==> src/design/dsp_pkg.sv <==
package dsp_pkg;

    localparam int MAX_VERTICES_DEF = 16;
    localparam int WEIGHT_BITS_DEF  = 16;

    localparam int EDGE_WEIGHT_W = 16;
    localparam int VCOUNT_W      = 5;
    localparam int SOURCE_W      = 4;
    localparam int VIDX_OUT_W    = 4;
    localparam int PATH_DIST_W   = 20;
    localparam int CFG_INDEX_W   = 2;
    localparam int CFG_DATA_W    = 5;

    localparam logic [VCOUNT_W-1:0] VERTEX_COUNT_RESET = 5'd16;
    localparam logic [SOURCE_W-1:0] SOURCE_VERTEX_RESET = 4'd0;

    // configuration register indexes
    localparam logic [CFG_INDEX_W-1:0] CFG_VERTEX_COUNT  = 2'd0;
    localparam logic [CFG_INDEX_W-1:0] CFG_SOURCE_VERTEX = 2'd1;

    typedef struct packed {
        logic [EDGE_WEIGHT_W-1:0] edge_weight;
        logic                     last_entry;
    } in_item_t;

    typedef struct packed {
        logic [VIDX_OUT_W-1:0]  vertex_index;
        logic [PATH_DIST_W-1:0] path_distance;
        logic                   reachable;
        logic                   last_result;
    } out_item_t;

    typedef enum logic [1:0] {
        MODE_SEL,
        MODE_RELAX,
        MODE_OUT
    } scan_mode_t;

    typedef enum logic [3:0] {
        ST_LOAD,
        ST_INIT,
        ST_SEL,
        ST_SEL_DRAIN,
        ST_PICK,
        ST_RELAX,
        ST_RELAX_DRAIN,
        ST_OUT_RD,
        ST_OUT_WR
    } state_t;

    typedef struct packed {
        logic       load_en;
        logic       init;
        logic       rd_en;
        scan_mode_t mode;
        logic       sel_init;
        logic       pick;
        logic       out_load;
    } cmd_t;

    typedef struct packed {
        logic min_inf;
        logic out_free;
    } status_t;

endpackage

==> src/design/dsp_datapath.sv <==
module dsp_datapath #(
    parameter int MAX_VERTICES = dsp_pkg::MAX_VERTICES_DEF,
    parameter int WEIGHT_BITS  = dsp_pkg::WEIGHT_BITS_DEF
) (
    input  logic                                  clk,
    input  logic                                  rst_n,
    input  dsp_pkg::cmd_t                         cmd,
    input  logic [$clog2(MAX_VERTICES)-1:0]       idx,
    input  dsp_pkg::in_item_t                     in_data,
    input  logic                                  cfg_we,
    input  logic [dsp_pkg::CFG_INDEX_W-1:0]       cfg_index,
    input  logic [dsp_pkg::CFG_DATA_W-1:0]        cfg_data,
    input  logic                                  out_ready,
    output dsp_pkg::status_t                      status,
    output logic [$clog2(MAX_VERTICES+1)-1:0]     nv,
    output logic                                  out_valid,
    output dsp_pkg::out_item_t                    out_data
);

    localparam int IDX_W  = $clog2(MAX_VERTICES);
    localparam int NV_W   = $clog2(MAX_VERTICES + 1);
    localparam int DEPTH  = MAX_VERTICES * MAX_VERTICES;
    localparam int ADDR_W = $clog2(DEPTH);
    localparam int WB     = (WEIGHT_BITS < dsp_pkg::EDGE_WEIGHT_W) ?
                            WEIGHT_BITS : dsp_pkg::EDGE_WEIGHT_W;
    // one spare bit over the longest simple path
    localparam int DIST_W = WB + IDX_W + 1;
    localparam int VC_W   = dsp_pkg::VCOUNT_W;
    localparam int SRC_W  = dsp_pkg::SOURCE_W;
    localparam int VO_W   = dsp_pkg::VIDX_OUT_W;
    localparam int PD_W   = dsp_pkg::PATH_DIST_W;

    logic [WB-1:0]        wmem [DEPTH];
    logic [DIST_W-1:0]    dmem [MAX_VERTICES];

    logic [ADDR_W-1:0]    load_pos_reg;
    logic [VC_W-1:0]      vcount_reg;
    logic [SRC_W-1:0]     src_reg;
    logic [NV_W-1:0]      nv_reg;
    logic [MAX_VERTICES-1:0] inf_reg;
    logic [MAX_VERTICES-1:0] visited_reg;

    logic                 stg_valid_reg;
    dsp_pkg::scan_mode_t  stg_mode_reg;
    logic [IDX_W-1:0]     stg_idx_reg;
    logic [WB-1:0]        w_rd_reg;
    logic [DIST_W-1:0]    d_rd_reg;

    logic                 min_inf_reg;
    logic [DIST_W-1:0]    min_d_reg;
    logic [IDX_W-1:0]     u_reg;
    logic [ADDR_W-1:0]    row_base_reg;

    logic                 out_valid_reg;
    dsp_pkg::out_item_t   out_data_reg;

    logic [NV_W-1:0]      nv_load;
    logic                 src_ok;
    logic [IDX_W-1:0]     src_idx;
    logic [MAX_VERTICES-1:0] inf_init;
    logic [ADDR_W-1:0]    w_addr;
    logic [ADDR_W-1:0]    row_prod;
    logic [DIST_W-1:0]    cand;
    logic                 relax_upd;
    logic                 sel_take;
    logic                 d_we;
    logic [IDX_W-1:0]     d_waddr;
    logic [DIST_W-1:0]    d_wdata;
    logic                 out_free;
    logic                 stg_reach;

    always_comb
    begin
        if (vcount_reg == '0)
            nv_load = NV_W'(1);
        else if (32'(vcount_reg) > 32'(MAX_VERTICES))
            nv_load = NV_W'(MAX_VERTICES);
        else
            nv_load = NV_W'(vcount_reg);
    end

    // a source outside the active vertices leaves everything unreachable
    assign src_ok   = 32'(src_reg) < 32'(nv_reg);
    assign src_idx  = IDX_W'(src_reg);
    assign inf_init = ~(MAX_VERTICES'(src_ok) << src_idx);
    assign row_prod = ADDR_W'(u_reg) * ADDR_W'(nv_reg);
    assign w_addr   = row_base_reg + ADDR_W'(idx);
    assign cand     = min_d_reg + DIST_W'(w_rd_reg);

    assign relax_upd = stg_valid_reg && (stg_mode_reg == dsp_pkg::MODE_RELAX)
                       && !visited_reg[stg_idx_reg] && (w_rd_reg != '0)
                       && (inf_reg[stg_idx_reg] || (cand < d_rd_reg));

    // ties go to the later index, as with <=
    assign sel_take = stg_valid_reg && (stg_mode_reg == dsp_pkg::MODE_SEL)
                      && !visited_reg[stg_idx_reg]
                      && (inf_reg[stg_idx_reg] ? min_inf_reg
                                               : (min_inf_reg || (d_rd_reg <= min_d_reg)));

    assign d_we    = (cmd.init && src_ok) || relax_upd;
    assign d_waddr = cmd.init ? src_idx : stg_idx_reg;
    assign d_wdata = cmd.init ? '0 : cand;

    assign out_free  = !out_valid_reg || out_ready;
    assign stg_reach = !inf_reg[stg_idx_reg];

    always_ff @(posedge clk)
    begin
        if (cmd.load_en)
            wmem[load_pos_reg] <= in_data.edge_weight[WB-1:0];
        if (cmd.rd_en)
            w_rd_reg <= wmem[w_addr];
    end

    always_ff @(posedge clk)
    begin
        if (d_we)
            dmem[d_waddr] <= d_wdata;
        if (cmd.rd_en)
            d_rd_reg <= dmem[idx];
    end

    always_ff @(posedge clk or negedge rst_n)
    begin
        if (!rst_n)
        begin
            load_pos_reg <= '0;
            vcount_reg   <= dsp_pkg::VERTEX_COUNT_RESET;
            src_reg      <= dsp_pkg::SOURCE_VERTEX_RESET;
            nv_reg       <= NV_W'(1);
        end
        else
        begin
            if (cfg_we)
            begin
                if (cfg_index == dsp_pkg::CFG_VERTEX_COUNT)
                    vcount_reg <= cfg_data[VC_W-1:0];
                else if (cfg_index == dsp_pkg::CFG_SOURCE_VERTEX)
                    src_reg <= cfg_data[SRC_W-1:0];
            end
            if (cmd.load_en)
            begin
                if (in_data.last_entry)
                begin
                    load_pos_reg <= '0;
                    nv_reg       <= nv_load;
                end
                else if (32'(load_pos_reg) == DEPTH - 1)
                    load_pos_reg <= '0;
                else
                    load_pos_reg <= load_pos_reg + ADDR_W'(1);
            end
        end
    end

    always_ff @(posedge clk or negedge rst_n)
    begin
        if (!rst_n)
        begin
            inf_reg     <= '1;
            visited_reg <= '0;
        end
        else if (cmd.init)
        begin
            inf_reg     <= inf_init;
            visited_reg <= '0;
        end
        else
        begin
            if (cmd.pick)
                visited_reg[u_reg] <= 1'b1;
            if (relax_upd)
                inf_reg[stg_idx_reg] <= 1'b0;
        end
    end

    always_ff @(posedge clk or negedge rst_n)
    begin
        if (!rst_n)
        begin
            stg_valid_reg <= 1'b0;
            stg_mode_reg  <= dsp_pkg::MODE_SEL;
            stg_idx_reg   <= '0;
            min_inf_reg   <= 1'b1;
            min_d_reg     <= '0;
            u_reg         <= '0;
            row_base_reg  <= '0;
        end
        else
        begin
            stg_valid_reg <= cmd.rd_en;
            if (cmd.rd_en)
            begin
                stg_mode_reg <= cmd.mode;
                stg_idx_reg  <= idx;
            end
            if (cmd.sel_init)
            begin
                min_inf_reg <= 1'b1;
                min_d_reg   <= '0;
                u_reg       <= '0;
            end
            else if (sel_take)
            begin
                min_inf_reg <= inf_reg[stg_idx_reg];
                min_d_reg   <= d_rd_reg;
                u_reg       <= stg_idx_reg;
            end
            if (cmd.pick)
                row_base_reg <= row_prod;
        end
    end

    always_ff @(posedge clk or negedge rst_n)
    begin
        if (!rst_n)
            out_valid_reg <= 1'b0;
        else if (cmd.out_load)
            out_valid_reg <= 1'b1;
        else if (out_ready)
            out_valid_reg <= 1'b0;
    end

    always_ff @(posedge clk)
    begin
        if (cmd.out_load)
        begin
            out_data_reg.vertex_index  <= VO_W'(stg_idx_reg);
            out_data_reg.path_distance <= stg_reach ? PD_W'(d_rd_reg) : '0;
            out_data_reg.reachable     <= stg_reach;
            out_data_reg.last_result   <= (NV_W'(stg_idx_reg) + NV_W'(1)) == nv_reg;
        end
    end

    assign status.min_inf  = min_inf_reg;
    assign status.out_free = out_free;
    assign nv              = nv_reg;
    assign out_valid       = out_valid_reg;
    assign out_data        = out_data_reg;

endmodule

==> config.mk <==
export PLATFORM = sky130hd
export DESIGN_NAME = dsp_datapath
export DESIGN_NICKNAME = d
export VERILOG_FILES = /design/src/design/dsp_pkg.sv /design/src/design/dsp_datapath.sv
export SDC_FILE = /design/constraint.sdc
export NUM_CORES = 2
export LEC_CHECK = 0
export BUFFER_PORTS_ARGS = -buffer_cell sky130_fd_sc_hd__buf_2
export CORE_ASPECT_RATIO = 0.9
export CORE_MARGIN = 2
export CORE_UTILIZATION = 40
export DETAILED_ROUTE_END_ITERATION = 16
export SYNTH_ARGS = -nofsm -noshare
export SYNTH_HDL_FRONTEND = slang
export SYNTH_MEMORY_MAX_BITS = 65536
export SYNTH_SLANG_ARGS = --single-unit
==> constraint.sdc <==
create_clock -name clk -period 6.31 [get_ports clk]
set_clock_uncertainty 0.15 [all_clocks]
set_input_delay 0.9465 -clock clk [delete_from_list [all_inputs] [get_ports clk]]
set_output_delay 0.9465 -clock clk [all_outputs]
set_load 0.01 [all_outputs]
# == Word-level counts from Yosys, hierarchy flattened ==
# Memory sizes are Yosys's and may differ from the RTL's. A register that Yosys moved wholly into a read port is not among the register bits.
# Index checks and enable logic that the tools add are counted.
# word_totals
ramBits,4432
mem_count,2
register_bits,122
# classes
order_cmp,8
reduce_logical,28
bitwise,5
n_mul,1
n_addsub,4
n_mux,31
n_shift,1
n_eq_ne,4
# memory_table
name,words,word_bits,rd,rd_clocked_by_memory_dff,wr,line,source
wmem,256,16,1,1,1,dsp_datapath.sv:33,logic [WB-1:0] wmem [DEPTH];
dmem,16,21,1,1,1,dsp_datapath.sv:34,logic [DIST_W-1:0] dmem [MAX_VERTICES];
# op_table
op,count
$mux W16,4
$mux W21,3
$not A16 Y16,2
$add A21 B16 Y21,1
$le A21 B21 Y1,1
$lt A21 B21 Y1,1
$and A16 B16 Y16,1
$mux W8,2
$or A16 B16 Y16,1
$reduce_bool A16 Y1,1
$shl A1 B4 Y16,1
$mux W1,13
$mux W4,3
$logic_and A1 B1 Y1,10
$lt A4 B5 Y1 const B,2
$mux W5,2
$add A8 B1 Y8 const B,1
$add A8 B4 Y8,1
$bmux W1 S4,2
$demux W1 S4,2
$eq A8 B8 Y1 const B,1
$ge A4 B1 Y1 const B,2
$mul A4 B5 Y8,1
$reduce_bool A2 Y1,4
other kinds (12),20

# == Depth between registers and ports, before layout ==
# logic_depth
ltp_word,9
depth_mapped,18
ltp_nobuf,17

# == Worst setup path after synthesis ==
# No wires, ideal clock.
# synth_timing
kind,register -> register
start,"reg w_rd_reg[0], read port of wmem"
end,mem dmem[1][0] (netlist bit) (enable)
t_arrival_ns,5.428
synth_period_minus_slack_ns,6.008
slack_ns,0.302
n_path_buf,0
path_stages_with_launch,18
required_ns,5.730
cell_sequence,edfxtp_1 ha_1 fa_1 a21o_1 a21oi_1 o2111ai_1 a2111oi_0 nor2_1 xor2_1 ha_1 a21o_1 a21o_1 a21o_1 a21o_1 a221oi_1 a21o_1 a21boi_2 nor3b_1
# synth_between
elab_chain_cells,7
# synth_rtl
element,line,source
from (decl),dsp_datapath.sv:46,logic [WB-1:0] w_rd_reg;
$add A21 B16 Y21,dsp_datapath.sv:88,assign cand = min_d_reg + DIST_W'(w_rd_reg);
$lt A21 B21 Y1,dsp_datapath.sv:92,&& (inf_reg[stg_idx_reg] || (cand < d_rd_reg));
$logic_or A1 B1 Y1,dsp_datapath.sv:92,
$logic_and A1 B1 Y1 *,dsp_datapath.sv:92,
$logic_or A1 B1 Y1 *,dsp_datapath.sv:100,assign d_we = (cmd.init && src_ok) || relax_upd;
$mux W1 *,dsp_datapath.sv:117,if (d_we)
$mux W1 (not written as such) *,dsp_datapath.sv:118,dmem[d_waddr] <= d_wdata;
to (decl),dsp_datapath.sv:34,
# Mark *: on every way between the ends. The rest lies on a longest branch, timed or not.

# == Worst setup path in the final report ==
# layout_timing
start,"reg w_rd_reg[1], read port of wmem"
end,mem dmem[5][0] (netlist bit) (enable)
# The elaborated chain is that of the path after synthesis.

==> impl_metrics.env <==
export IMPL_utilization_pct=45.99
export IMPL_async_flop_share_pct=2.091
export IMPL_syn_inst=8611
export IMPL_io_pins=74
export IMPL_die_h_um=640.7
export IMPL_syn_area_per_cell_um2=20.92
export IMPL_power_total_mw=67.30
export IMPL_grt_max_degree=183
export IMPL_yosys_most_used_dff="edfxtp_1"
export IMPL_yosys_area_top_type_share_pct=74.92
export IMPL_via_per_inst=5.894
export IMPL_grt_pass1_vias=90860
export IMPL_dpl_hpwl_um=297100
export IMPL_hold_viol=0
export IMPL_cts_htree_levels=5
export IMPL_crit_path_frequent_cell="a21o_1"
export IMPL_path_delay_family="compound AO/OA/AOI/OAI gates"
export IMPL_ys_ff_latch=4591
export IMPL_seq_area_frac_synth_pct=76.27
export IMPL_p_per_area_mw_per_mm2=326.6
export IMPL_status="finished, violations left"
export IMPL_p_leak_nw=65.81
export IMPL_crit_chain="fa_1, a21o_1, a21oi_1, o2111ai_1, a2111oi_0, buf_4, nor2_1, xor2_1, ha_1, a21o_1, a21o_1, a21o_1, a21o_1, a221oi_1, a21o_1, a21boi_2, buf_12, nor3b_2, buf_4"
export IMPL_die_w_um=711.4
export IMPL_max_slew_margin_pct=-1.130
export IMPL_clk_insertion_delay_late_ns=1.00
export IMPL_port_buffers=73
export IMPL_first_iter_violations=12630
export IMPL_cts_buffers=454
export IMPL_drc=0
export IMPL_ys_types=74
export IMPL_whs_ns=0.09370
export IMPL_antenna_found_initial=35
export IMPL_netlist_area_mm2=0.1802
export IMPL_critPathSlowestCell="a2111oi_0"
export IMPL_cp_end_kind="flip-flop"
export IMPL_clk_pin_slew_worst_paths_ns=0.06
export IMPL_die_area_mm2=0.4558
export IMPL_rsz0062_at_grt="no"
export IMPL_critPathKind="flip-flop to flip-flop"
export IMPL_place_inst=14710
export IMPL_gp_congestion=0.9043
export IMPL_max_vdd_ir_drop_v=0.0002470
export IMPL_synthTopCellsByCount="edfxtp_1, mux4_2, nand2_1"
export IMPL_grt_pass1_wl_um=690700
export IMPL_area_delta_synth_final_pct=14.39
export IMPL_cp_buffers_inverters=3
export IMPL_worstHoldPathType="primary input to flip-flop"
export IMPL_largest_register_ffs=4096
export IMPL_period_minus_slack_ns=5.841
export IMPL_synth_top_cell_by_area="edfxtp_1"
export IMPL_dr_pass1_iters=6
export IMPL_violations="max-capacitance violations, max-slew violations"
export IMPL_wl_per_cell_um=31.30
export IMPL_cts_sinks=4591
export IMPL_drv_slew=2
export IMPL_wirelength_um=487000
export IMPL_required_ns=6.83
export IMPL_gr_usage_all_layers_pct=20.98
export IMPL_final_antenna_net_count=0
export IMPL_synth_edf_count=4495
export IMPL_setup_violations=0
export IMPL_setup_tns_final_ns=0
export IMPL_finalNonFillerCells=15560
export IMPL_clock_path_buffers=4
export IMPL_core_rowCount=233
export IMPL_cts_tree="done"
export IMPL_cts_root_buf="clkbuf_16"
export IMPL_cp_arrival_ns=6.36
export IMPL_synth_most_common_cell="edfxtp_1"
export IMPL_cts_repair_resized=0
export IMPL_maxCapViolCount=1
export IMPL_startpoint_type="flip-flop"
export IMPL_finalCritPeriodShare_pct=92.57
export IMPL_core_area_mm2=0.4481
export IMPL_cp_max_fo=21
export IMPL_layout_drive_gt1_share_pct=27.12
export IMPL_vias=91710
export IMPL_overflow=0
export IMPL_syn_nets=8742
export IMPL_tightestPinTransition_ns=1.513
export IMPL_cpPeakStageDelay_ns=0.61
export IMPL_yosys_warnings=0
export IMPL_max_freq_mhz=171.2
export IMPL_initial_core_util_pct=40.21
export IMPL_fin_nets=9310
export IMPL_synth_area_top_cells="edfxtp_1, mux4_2, dfrtp_1, nand2_1, nor2_1"
## routing by layer
| layer | track usage [%] | wire, um |
|---|---|---|
| met1 | 30.82 | 203400 |
| met2 | 31.82 | 221000 |
| met3 | 4.715 | 49430 |
| met4 | 5.443 | 13170 |
| met5 | 0 | 48 |
## worst register-to-register path, stage by stage, from the launching register on
cell and delay, ns:
edfxtp_1 0.55, fa_1 0.54, a21o_1 0.18, a21oi_1 0.39
o2111ai_1 0.21, a2111oi_0 0.61, buf_4 0.22, nor2_1 0.06
xor2_1 0.21, ha_1 0.28, a21o_1 0.20, a21o_1 0.19
a21o_1 0.17, a21o_1 0.19, a221oi_1 0.25, a21o_1 0.28
a21boi_2 0.11, buf_12 0.18, nor3b_2 0.20, buf_4 0.34
## layout make-up
class	instances	area, um2
fillers	36900	242000
well taps	5992	7497
inverters	74	277.8
diodes	15	37.54
clock buffers	546	11790
clock inverters	284	2834
multi-input cells	3427	40540
flip-flops and latches	4591	137400
repair buffers	631	5697
## layout by cell type, fill, tap and decap left out, types with 82 or more instances in the layout
cell type  Yosys  final
clkbuf_16      0    458
mux4_2      1185   1185
nand2_1      400    397
edfxtp_1    4495   4495
a31oi_1      125    125
nand3_1      261    260
clkbuf_1     289     88
clkinv_1       0    115
mux2i_1      104    104
and3_1       170    170
ha_1          83     82
buf_4         45    474
nor2_1       355    307
a21oi_1      110    109
## metrics by stage
step                      setup slack [ns]  cell area [um2]
after global placement              0.1175           191300
after global routing                0.3650           206000
after detailed placement            0.1030           191300
after CTS                           0.6401           206000
final                               0.4689           206100
after floorplan                     0.3015           180200
## power by group
group	internal (mW)	switching [mW]	leakage, nW
sequential	33.8	0.248	41.7
clock	15.2	11.5	7.10
combinational	2.28	4.25	17.0
total	51.3	16.0	65.8
## timing repair
action | in CTS | in global routing
hold buffers | 9 | 0
endpoints found under the hold margin | 45 | 0
buffers inserted | 0 | 0
## worst paths after layout
path | startpoint | end | slack, ns | cells past startpoint
hold reg to reg | visited_reg[10] | visited_reg[10] | 0.34 | 2
max in group asynchronous | rst_n | min_d_reg[5] | 4.34 | 3
hold / removal | in_data[0] | load_pos_reg[6] | 0.09 | 2
min in group asynchronous | rst_n | nv[1] | 0.45 | 2
setup / recovery | w_rd_reg[1] | dmem[5][0] | 0.47 | 19
setup reg to reg | w_rd_reg[1] | dmem[5][0] | 0.47 | 19
## cell families (layout without fill, tap and decap cells)
kind of cell	after synthesis	count (layout)	synth area share (%)
compound gates	613	613	2.325
flops	4591	4591	76.27
fa+ha+maj	91	91	0.6653
xor+xnor	38	38	0.1847
simple gates	1371	1371	3.517
buf+inv	593	1535	1.473
other cells	0	15	0
mux	1314	1314	15.56
Note: power is estimated with default switching activity, not from simulation.
