File: src/design/dsp_pkg.sv
package dsp_pkg;

    localparam int MAX_VERTICES_DEF = 16;
    localparam int WEIGHT_BITS_DEF  = 16;

    localparam int EDGE_WEIGHT_W = 16;
    localparam int VCOUNT_W      = 5;
    localparam int SOURCE_W      = 4;
    localparam int VIDX_OUT_W    = 4;
    localparam int PATH_DIST_W   = 20;
    localparam int CFG_INDEX_W   = 2;
    localparam int CFG_DATA_W    = 5;

    localparam logic [VCOUNT_W-1:0] VERTEX_COUNT_RESET = 5'd16;
    localparam logic [SOURCE_W-1:0] SOURCE_VERTEX_RESET = 4'd0;

    // configuration register indexes
    localparam logic [CFG_INDEX_W-1:0] CFG_VERTEX_COUNT  = 2'd0;
    localparam logic [CFG_INDEX_W-1:0] CFG_SOURCE_VERTEX = 2'd1;

    typedef struct packed {
        logic [EDGE_WEIGHT_W-1:0] edge_weight;
        logic                     last_entry;
    } in_item_t;

    typedef struct packed {
        logic [VIDX_OUT_W-1:0]  vertex_index;
        logic [PATH_DIST_W-1:0] path_distance;
        logic                   reachable;
        logic                   last_result;
    } out_item_t;

    typedef enum logic [1:0] {
        MODE_SEL,
        MODE_RELAX,
        MODE_OUT
    } scan_mode_t;

    typedef enum logic [3:0] {
        ST_LOAD,
        ST_INIT,
        ST_SEL,
        ST_SEL_DRAIN,
        ST_PICK,
        ST_RELAX,
        ST_RELAX_DRAIN,
        ST_OUT_RD,
        ST_OUT_WR
    } state_t;

    typedef struct packed {
        logic       load_en;
        logic       init;
        logic       rd_en;
        scan_mode_t mode;
        logic       sel_init;
        logic       pick;
        logic       out_load;
    } cmd_t;

    typedef struct packed {
        logic min_inf;
        logic out_free;
    } status_t;

endpackage

File: src/design/dsp_ctrl.sv
module dsp_ctrl #(
    parameter int MAX_VERTICES = dsp_pkg::MAX_VERTICES_DEF
) (
    input  logic                                  clk,
    input  logic                                  rst_n,
    input  logic                                  in_valid,
    output logic                                  in_ready,
    input  logic                                  last_entry,
    input  dsp_pkg::status_t                      status,
    input  logic [$clog2(MAX_VERTICES+1)-1:0]     nv,
    output dsp_pkg::cmd_t                         cmd,
    output logic [$clog2(MAX_VERTICES)-1:0]       idx
);

    localparam int IDX_W = $clog2(MAX_VERTICES);
    localparam int NV_W  = $clog2(MAX_VERTICES + 1);

    dsp_pkg::state_t    state_reg, state_next;
    logic [IDX_W-1:0]   cnt_reg, cnt_next;
    logic [IDX_W-1:0]   round_reg, round_next;
    logic               cnt_last;
    logic               round_last;

    assign cnt_last   = (NV_W'(cnt_reg) + NV_W'(1)) == nv;
    assign round_last = (NV_W'(round_reg) + NV_W'(1)) == nv;

    always_ff @(posedge clk or negedge rst_n)
    begin
        if (!rst_n)
        begin
            state_reg <= dsp_pkg::ST_LOAD;
            cnt_reg   <= '0;
            round_reg <= '0;
        end
        else
        begin
            state_reg <= state_next;
            cnt_reg   <= cnt_next;
            round_reg <= round_next;
        end
    end

    always_comb
    begin
        state_next = state_reg;
        cnt_next   = cnt_reg;
        round_next = round_reg;
        unique case (state_reg)
            dsp_pkg::ST_LOAD:
            begin
                if (in_valid && last_entry)
                    state_next = dsp_pkg::ST_INIT;
            end
            dsp_pkg::ST_INIT:
            begin
                cnt_next   = '0;
                round_next = '0;
                state_next = dsp_pkg::ST_SEL;
            end
            dsp_pkg::ST_SEL:
            begin
                if (cnt_last)
                begin
                    cnt_next   = '0;
                    state_next = dsp_pkg::ST_SEL_DRAIN;
                end
                else
                    cnt_next = cnt_reg + IDX_W'(1);
            end
            dsp_pkg::ST_SEL_DRAIN:
                state_next = dsp_pkg::ST_PICK;
            dsp_pkg::ST_PICK:
            begin
                // an unreachable pick ends the round without relaxing
                if (!status.min_inf)
                    state_next = dsp_pkg::ST_RELAX;
                else if (round_last)
                    state_next = dsp_pkg::ST_OUT_RD;
                else
                begin
                    round_next = round_reg + IDX_W'(1);
                    state_next = dsp_pkg::ST_SEL;
                end
            end
            dsp_pkg::ST_RELAX:
            begin
                if (cnt_last)
                begin
                    cnt_next   = '0;
                    state_next = dsp_pkg::ST_RELAX_DRAIN;
                end
                else
                    cnt_next = cnt_reg + IDX_W'(1);
            end
            dsp_pkg::ST_RELAX_DRAIN:
            begin
                if (round_last)
                    state_next = dsp_pkg::ST_OUT_RD;
                else
                begin
                    round_next = round_reg + IDX_W'(1);
                    state_next = dsp_pkg::ST_SEL;
                end
            end
            dsp_pkg::ST_OUT_RD:
                state_next = dsp_pkg::ST_OUT_WR;
            dsp_pkg::ST_OUT_WR:
            begin
                if (status.out_free)
                begin
                    if (cnt_last)
                    begin
                        cnt_next   = '0;
                        state_next = dsp_pkg::ST_LOAD;
                    end
                    else
                    begin
                        cnt_next   = cnt_reg + IDX_W'(1);
                        state_next = dsp_pkg::ST_OUT_RD;
                    end
                end
            end
            default:
                state_next = dsp_pkg::ST_LOAD;
        endcase
    end

    always_comb
    begin
        cmd      = '0;
        cmd.mode = dsp_pkg::MODE_SEL;
        idx      = cnt_reg;
        in_ready = 1'b0;
        unique case (state_reg)
            dsp_pkg::ST_LOAD:
            begin
                in_ready    = 1'b1;
                cmd.load_en = in_valid;
            end
            dsp_pkg::ST_INIT:
                cmd.init = 1'b1;
            dsp_pkg::ST_SEL:
            begin
                cmd.rd_en    = 1'b1;
                cmd.mode     = dsp_pkg::MODE_SEL;
                cmd.sel_init = (cnt_reg == '0);
            end
            dsp_pkg::ST_SEL_DRAIN:
                cmd.mode = dsp_pkg::MODE_SEL;
            dsp_pkg::ST_PICK:
                cmd.pick = 1'b1;
            dsp_pkg::ST_RELAX:
            begin
                cmd.rd_en = 1'b1;
                cmd.mode  = dsp_pkg::MODE_RELAX;
            end
            dsp_pkg::ST_RELAX_DRAIN:
                cmd.mode = dsp_pkg::MODE_RELAX;
            dsp_pkg::ST_OUT_RD:
            begin
                cmd.rd_en = 1'b1;
                cmd.mode  = dsp_pkg::MODE_OUT;
            end
            dsp_pkg::ST_OUT_WR:
                cmd.out_load = status.out_free;
            default:
                cmd = '0;
        endcase
    end

endmodule

File: config.mk
export PLATFORM = sky130hd
export DESIGN_NAME = dsp_ctrl
export DESIGN_NICKNAME = d
export VERILOG_FILES = /design/src/design/dsp_pkg.sv /design/src/design/dsp_ctrl.sv
export SDC_FILE = /design/constraint.sdc
export NUM_CORES = 1
export LEC_CHECK = 0
export BUFFER_PORTS_ARGS = -buffer_cell sky130_fd_sc_hd__buf_4
export CAP_MARGIN = 10
export CORE_MARGIN = 1
export CORE_UTILIZATION = 45
export CTS_CLUSTER_SIZE = 40
export DETAILED_ROUTE_END_ITERATION = 8
export MAX_ROUTING_LAYER = met4
export PLACE_DENSITY_LB_ADDON = 0.12
export SYNTH_ARGS = -nofsm -noshare
export SYNTH_HDL_FRONTEND = slang
export SYNTH_SLANG_ARGS = --single-unit
File: constraint.sdc
create_clock -name clk -period 1.9 [get_ports clk]
set_input_delay 0.57 -clock clk [delete_from_list [all_inputs] [get_ports clk]]
set_output_delay 0.57 -clock clk [all_outputs]
set_load 0.05 [all_outputs]
After elaboration in Yosys (flattened, before gate mapping)
Cells that the tools add are included.

Reduce and logical (&&, ||, !) cells: 11. Equal/unequal tests: 15. Multiplexer cells: 22. Add/sub/neg operators: 4.

Operators with widths (number): 4-bit one-hot mux with 9 select lines (1); 4-bit 2-to-1 mux (8); 4-bit one-hot mux with 3 select lines (2); 4-bit by 3-bit equality test with 1-bit output, second input constant (4); 4-bit by 1-bit adder with 5-bit output, second input constant (2); 5-bit equality test (2); 2-bit inequality test, second input constant (5); 3-bit 2-to-1 mux (3); 4-bit by 1-bit adder with 4-bit output, second input constant (2); 4-bit by 2-bit equality test with 1-bit output, second input constant (2); 4-bit logical NOT (2); 1-bit 2-to-1 mux (7); 3-bit nonzero test (2); 4-bit by 1-bit equality test with 1-bit output, second input constant (1); 4-bit equality test, second input constant (1); 2-bit one-hot mux with 2 select lines (1); 2-bit AND reduction (2); 4-bit AND reduction (1); 2-bit OR reduction (2); 3-bit OR reduction (1); 1-bit logical AND (1).

Flip-flop bits (word level): 12. Word-level logic and storage cells: 55. Input bits: 11. Output and inout bits: 13.

Depth between registers and ports, before layout
Gate-level depths: netlist (run 1).

Depth after elaboration: 5. Gate-level depth with buffers: 7. Mapped depth without buffers: 7.

Worst setup path after synthesis (run 1)
No wires, ideal clock.

Kind: register to output. Start: reg state_reg[1]. End: out cmd[7] in the netlist's numbering. Cell stages (with the launch flop): 5. Data required time: 1.330 ns. Path slack: -1.145 ns. Path buffers: 1. Arrival: 2.475 ns. Cell sequence: dfrtp_1 or2_2 clkbuf_1 nor3_1 and2_1.

RTL lines: from (decl) (line dsp_ctrl.sv:18) `dsp_pkg::state_t state_reg, state_next;`; from (signal assigned) (line dsp_ctrl.sv:31) `state_reg <= dsp_pkg::ST_LOAD;`; from (signal assigned) (line dsp_ctrl.sv:37) `state_reg <= state_next;`; to (decl) (line dsp_ctrl.sv:11) `output dsp_pkg::cmd_t cmd,`.

==> results of run 1 <==
[worst reg2reg max path: stages, from the launching register on]
cell,delay [ps]
dfrtp_1,410
buf_4,170
buf_6,130
nor4b_4,250
buf_4,150
nor2_1,40
or3_4,410
a221o_1,340
[worst max-delay path by stage]
stage,to,cells after the start
global placement,round_reg[3],6
floorplan,cmd[7],4
finish,cmd[0],4
detailed placement,round_reg[2],6
global route,cmd[0],4
CTS,cmd[0],4
[per-layer routing]
metal | GRT usage | vias to the layer above | part of all wire
met2 | 0.493 | 27 | 0.53
met1 | 0.290 | 560 | 0.40
met3 | 0.0697 | 12 | 0.036
met4 | 0.111 | 0 | 0.025
met5 | - | - | 0
li1 | - | 557 | -
[metrics by stage]
step | power (uW) | setup WS (ps) | hold WS (ps) | setup TNS (ps)
6_report | 2740 | -166 | 115 | -1170
5_1_grt | 2890 | -212 | 109 | -1780
4_1_cts | 2650 | -168 | 114 | -918
3_5_place_dp | 2170 | -195 | 419 | -1130
3_3_place_gp | 2130 | -156 | 417 | -904
2_1_floorplan | 1710 | -279 | 274 | -1200
[what timing repair did]
action,in CTS,in global routing
endpoints found under the setup margin,13,18
pin swaps,12,4
gates cloned,0,0
endpoints found under the hold margin,0,0
buffers inserted,16,3
resized for setup,31,4
hold buffers,0,0
[cell families after synthesis]
kind of cell | count (synthesis)
buffers and inverters | 12
adder cells (fa/ha/maj) | 3
AND/OR/NAND/NOR | 52
flip-flops | 12
multiplexers | 2
AO/OA/AOI/OAI | 27
XOR/XNOR | 12
[cell usage after synthesis (all sizes together) (2+ instances only)]
cell type	count
a21oi	3
a221o	3
a22o	3
and2	3
and3	3
buf	5
clkbuf	3
dfrtp	12
ha	3
inv	4
mux2	2
nand2	2
nand2b	2
nand3	2
nand3b	3
nor2	15
nor2b	2
nor3	7
nor3b	4
nor4b	2
o211a	3
o21ai	3
o22ai	2
or2	2
or3	2
xnor2	8
xor2	3
[power by group through the flow]
| stage | logic [uW] | registers [uW] | clock network [uW] |
|---|---|---|---|
| CTS | 1960 | 485 | 212 |
| global placement | 1650 | 485 | 0 |
| floorplan | 1160 | 557 | 0 |
| detailed placement | 1680 | 490 | 0 |
| global route | 2170 | 496 | 225 |
| finish | 2050 | 480 | 208 |
[area by class of cell]
class	count	area (um2)
Multi-Input combinational cell	96	830
Fill cell	160	479
Timing Repair Buffer	60	507
Clock buffer	4	36.3
Inverter	4	17.5
Sequential cell	12	308
Tap cell	28	35.0
==> run metrics, run 1 <==
R2R Setup Slk -110 ps; most frequent cells in the layout 47 x buf_4, 12 x nor2_1, 11 x buf_6; part of the power in combinational logic 0.749; cells after synthesis 120; syn_area_per_cell 8.86 um2; GP Congestion 0.859; Design Area, Final 1730 um2; Setup violations, final 11; TritonCTS clock tree yes; xor/xnor share of the synthesized area 0.112; GRT Residual Overflow 0; Critical Path Start state_reg[0]; Peak VDD IR 1.22 mV; DR pass1 iterations 6; r2r startpoint state_reg[1]; number of synthesized flops with an enable pin 0; worst skew pair latency 280 ps; Detailed Route Iter0 Violations 17; PwrDens 1580 nW/um2; post-synthesis register bit count 12; Via Count 1156; number of CTS-inserted buffers 3; NetSw 1280 uW; die height 50.6 um; CP max stage delay 420 ps; die area 2560 um2; proportion of synthesized area in mux cells 0.0212; PnR worst setup slack -166 ps; critical setup path kind flop to output port; reg-to-reg endpoint round_reg[2]; CTS max path bufs 2; top cell type's share of synthesized area 0.282; violated checks negative setup slack; crit share post-route 1.09; status finished, violations left; Sequential Power Share 0.175; final hold violations 0; Synth cell types 46; clock power share 0.076; max_slew headroom 0.792; Placed Instances 184; ANT cells 0; crit path max fanout 4; clock slew seen by the registers of the worst setup and hold paths 70 ps; crit path capture type output port; clock sink total 12; syn_nets 134; fmax 0.484 GHz; Layout area overhead 62.9%; synth top area cells dfrtp_1 28%, xnor2_1 6.6%, nor2_1 5.3%, ha_1 3.5%, nor3_1 3.3%; Hold Path Class input pin to asynchronous set/reset pin; number of global-route vias before repair 1128; cells along the critical path or2_4 -> nor3b_4 -> and2_4 -> buf_8; slowest CP cell dfrtp_1; ys async rst share 1.00; post-route insts no fill 204; Residual DRC 0; htree depth 1; largest family of logic cells by synthesized area simple AND/OR/NAND/NOR gates; RSZ-0062 raised after global routing true; Worst setup SP type flop; Worst Path Arrival 1500 ps; Max Cap Viol 0; Core Region 2210 um2; CP Buf/Inv Count 1; Synth Area in Compound Gates 0.207; routed length per instance 15.8 um; max-slew violations 0; routed vias/inst 5.67; Data required, critical path 1330 ps; Detailed Place HPWL 2.04 mm; I/O Pins 24; final wirelength 3.22 mm; commonest non-fill, non-tap cell in the layout buf_4; simple-gate area share of the yosys netlist 0.289; sequential area share after synthesis 0.282; antenna violations before repair 0; LEAKAGE 0.000818 uW; first-pass GRT wire length 5.03 mm; Sw Share 0.468; Core Util, Final 0.783; starting density of the core 0.481; GRT Util Overall 0.277; buffer type at the clock tree root clkbuf_4; ys flop type dfrtp_1; Period minus WS final 2070 ps; fin nets 191; Die X 50.6 um; reg2reg path depth 7; internal power 1460 uW; Adder-Cell Fraction of Synth Area 0.0353; kind of cell adding the most delay to the critical path simple AND/OR/NAND/NOR gates; largest net degree at the start of global routing 13; port bufs 23; share of cells above drive strength 1 0.545; cell area after synthesis 1060 um2; Rows 17; Post-DRT Antenna Nets 0; Setup Skew 0.424 ps; area leader, netlist dfrtp_1; Slew @ Worst Pin 312 ps; DP Area 1440 um2; yosys warns 0
(Power assumes the default switching activity.)
==> run 2, diff against run 1 <==
==> constraint.sdc (replaced) <==
create_clock -name clk -period 1.9 [get_ports clk]
set_input_delay 0.19 -clock clk [delete_from_list [all_inputs] [get_ports clk]]
set_output_delay 0.19 -clock clk [all_outputs]
set_load 0.05 [all_outputs]
==> run 2 against run 1 <==
  * The flow still finishes with violations (negative setup slack)
  * Total power fell by 13%
  * Non-clock buffer count fell by 22
  * Critical path type is now flop to flop
  * Combinational power fell by 19%
  * Flip-flop and latch count did not move
  * Maximum frequency rose by 8.7%
  * Worst hold slack improved by 19 ps
  * Count of clock-buffer cells in the layout did not move
  * Worst setup slack improved by 160 ps
  * Clock skew rose by 1.9 ps
  * Cell count fell by 11%
==> run metrics, run 2 (synthesis results as in run 1) <==
PnR worst setup slack -0.751 ps (was -166 ps); CP max stage delay 410 ps (was 420 ps); Post-DRT Antenna Nets 0 (unchanged); M3 GR Usage 0.0455 (was 0.0697); critical setup path kind flop to flop (was flop to output port); number of global-route vias before repair 890 (was 1128); port bufs 23 (unchanged); reg2reg path depth 6 (was 7); GRT Residual Overflow 0 (unchanged); DR pass1 iterations 4 (was 6); Worst setup SP type flop (unchanged); number of CTS-inserted buffers 3 (unchanged); Peak VDD IR 1.05 mV (was 1.22 mV); PwrDens 1610 nW/um2 (was 1580 nW/um2); reg-to-reg endpoint round_reg[3] (was round_reg[2]); LEAKAGE 0.000668 uW (was 0.000818 uW); max-slew violations 0 (unchanged); crit share post-route 1.00 (was 1.09); violated checks negative setup slack (unchanged); crit path max fanout 5 (was 4); WP depth 6 (was 4); worst skew pair latency 280 ps (about the same); TritonCTS clock tree yes (unchanged); Max Cap Viol 0 (unchanged); met1 Resource Use GR 0.288 (was 0.290); crit path capture type flop (was output port); Setup crit end round_reg[3] (was cmd[0]); Setup Skew 2.31 ps (was 0.424 ps); first-pass GRT wire length 4.08 mm (was 5.03 mm); CP Buf/Inv Count 0 (was 1); Detailed Place HPWL 1.95 mm (was 2.04 mm); status finished, violations left (unchanged); r2r startpoint round_reg[0] (was state_reg[1]); R2R Setup Slk -0.8 ps (was -110 ps); buffer type at the clock tree root clkbuf_4 (unchanged); cells along the critical path ha_4 -> xnor2_2 -> a221oi_2 -> o2111a_1 -> or3_4 -> a221o_1 (was or2_4 -> nor3b_4 -> and2_4 -> buf_8); die area 2560 um2 (unchanged); fmax 0.526 GHz (was 0.484 GHz); Residual DRC 0 (unchanged); Slew @ Worst Pin 300 ps (was 312 ps); met2 Use GR 0.347 (was 0.493); Core Region 2210 um2 (unchanged); most frequent cells in the layout 36 x buf_4, 14 x nor2_1, 7 x xnor2_1, 7 x dfrtp_2 (was 47 x buf_4, 12 x nor2_1, 11 x buf_6); Filler cells 183 (was 160); I/O Pins 24 (unchanged); CTS max path bufs 2 (unchanged); commonest non-fill, non-tap cell in the layout buf_4 (unchanged); share of cells above drive strength 1 0.442 (was 0.545); antenna violations before repair 0 (unchanged); fin nets 169 (was 191); max_slew headroom 0.800 (was 0.792); Core Util, Final 0.667 (was 0.783); clock slew seen by the registers of the worst setup and hold paths 70 ps (about the same); routed length per instance 14.5 um (was 15.8 um); routed vias/inst 5.64 (was 5.67); Period minus WS final 1900 ps (was 2070 ps); DP Area 1350 um2 (was 1440 um2); Die X 50.6 um (unchanged); clock sink total 12 (unchanged); Setup violations, final 1 (was 11); starting density of the core 0.481 (unchanged); Design Area, Final 1480 um2 (was 1730 um2); Via Count 1027 (was 1156); largest net degree at the start of global routing 13 (unchanged); RSZ-0062 raised after global routing true (unchanged); die height 50.6 um (unchanged); Worst Path Arrival 2070 ps (was 1500 ps); final hold violations 0 (unchanged); Hold Path Class input pin to flop (was input pin to asynchronous set/reset pin); Rows 17 (unchanged); htree depth 1 (unchanged); Detailed Route Iter0 Violations 31 (was 17); final wirelength 2.65 mm (was 3.22 mm); slowest CP cell dfrtp_1 (unchanged); GP Congestion 0.837 (was 0.859); ANT cells 0 (unchanged); Data required, critical path 2070 ps (was 1330 ps); Top Usage Layer GRT met2 (unchanged); Layout area overhead 38.8% (was 62.9%); Critical Path Start round_reg[0] (was state_reg[0]); GRT Util Overall 0.220 (was 0.277); kind of cell adding the most delay to the critical path compound AO/OA/AOI/OAI gates (was simple AND/OR/NAND/NOR gates)
-- run 2: how the worst min path moves through the flow --
stage	end	depth (start not counted)	slack (ps)	from
2_1_floorplan	idx[0]	0	-110	rst_n
3_3_place_gp	round_reg[1]	1	40	rst_n
3_5_place_dp	round_reg[1]	1	40	rst_n
4_1_cts	state_reg[3]	2	130	status[0]
5_1_grt	state_reg[3]	2	150	status[0]
6_report	state_reg[3]	2	130	status[0]
-- run 2: timing repair --
action / CTS / global route
gates resized for setup: 9 / 5
setup buffers: 1 / 3
endpoints found under the hold margin: 12 / 0
setup endpoints to repair: 6 / 6
pin swaps: 3 / 1
hold buffers: 1 / 0
-- run 2: worst reg2reg max path, stage by stage (launching register included) --
cell      delay (ps)
dfrtp_1          410
ha_4             200
xnor2_2          160
a221oi_2          80
o2111a_1         260
or3_4            360
a221o_1          320
-- run 2: routing by layer --
layer  routed length (um)  up-vias  part of all wire
li1                     -      514                 -
met1                 1250      489              0.47
met2                 1240       22              0.47
met3                  125        2             0.047
met4                   24        0            0.0091
met5                    0        -                 0
-- run 2: cell type report --
class / instances / area (um2) / share of cell area
Multi-Input combinational cell: 96 / 790 / 0.535
Sequential cell: 12 / 309 / 0.209
Timing Repair Buffer: 38 / 292 / 0.197
Clock buffer: 4 / 36.3 / 0.0246
Tap cell: 28 / 35.0 / 0.0237
Inverter: 4 / 15.0 / 0.0102
-- run 2: power breakdown --
part | switching, uW | internal (uW) | total, uW
registers | 148 | 356 | 505
clock network | 89.2 | 117 | 206
logic | 923 | 742 | 1660
total | 1160 | 1220 | 2380
-- run 2: through the flow --
stage | setup slack, ps | instances | TNS [ps] | hold WS (ps) | power (uW)
5_1_grt | -58.7 | 182 | -123 | 153 | 2510
3_3_place_gp | -74.1 | 173 | -184 | 41.5 | 2000
4_1_cts | 2.61 | 179 | 0 | 129 | 2310
2_1_floorplan | -220 | 120 | -878 | -106 | 1640
6_report | -0.751 | 182 | -0.751 | 134 | 2380
3_5_place_dp | -120 | 173 | -366 | 42.6 | 2030
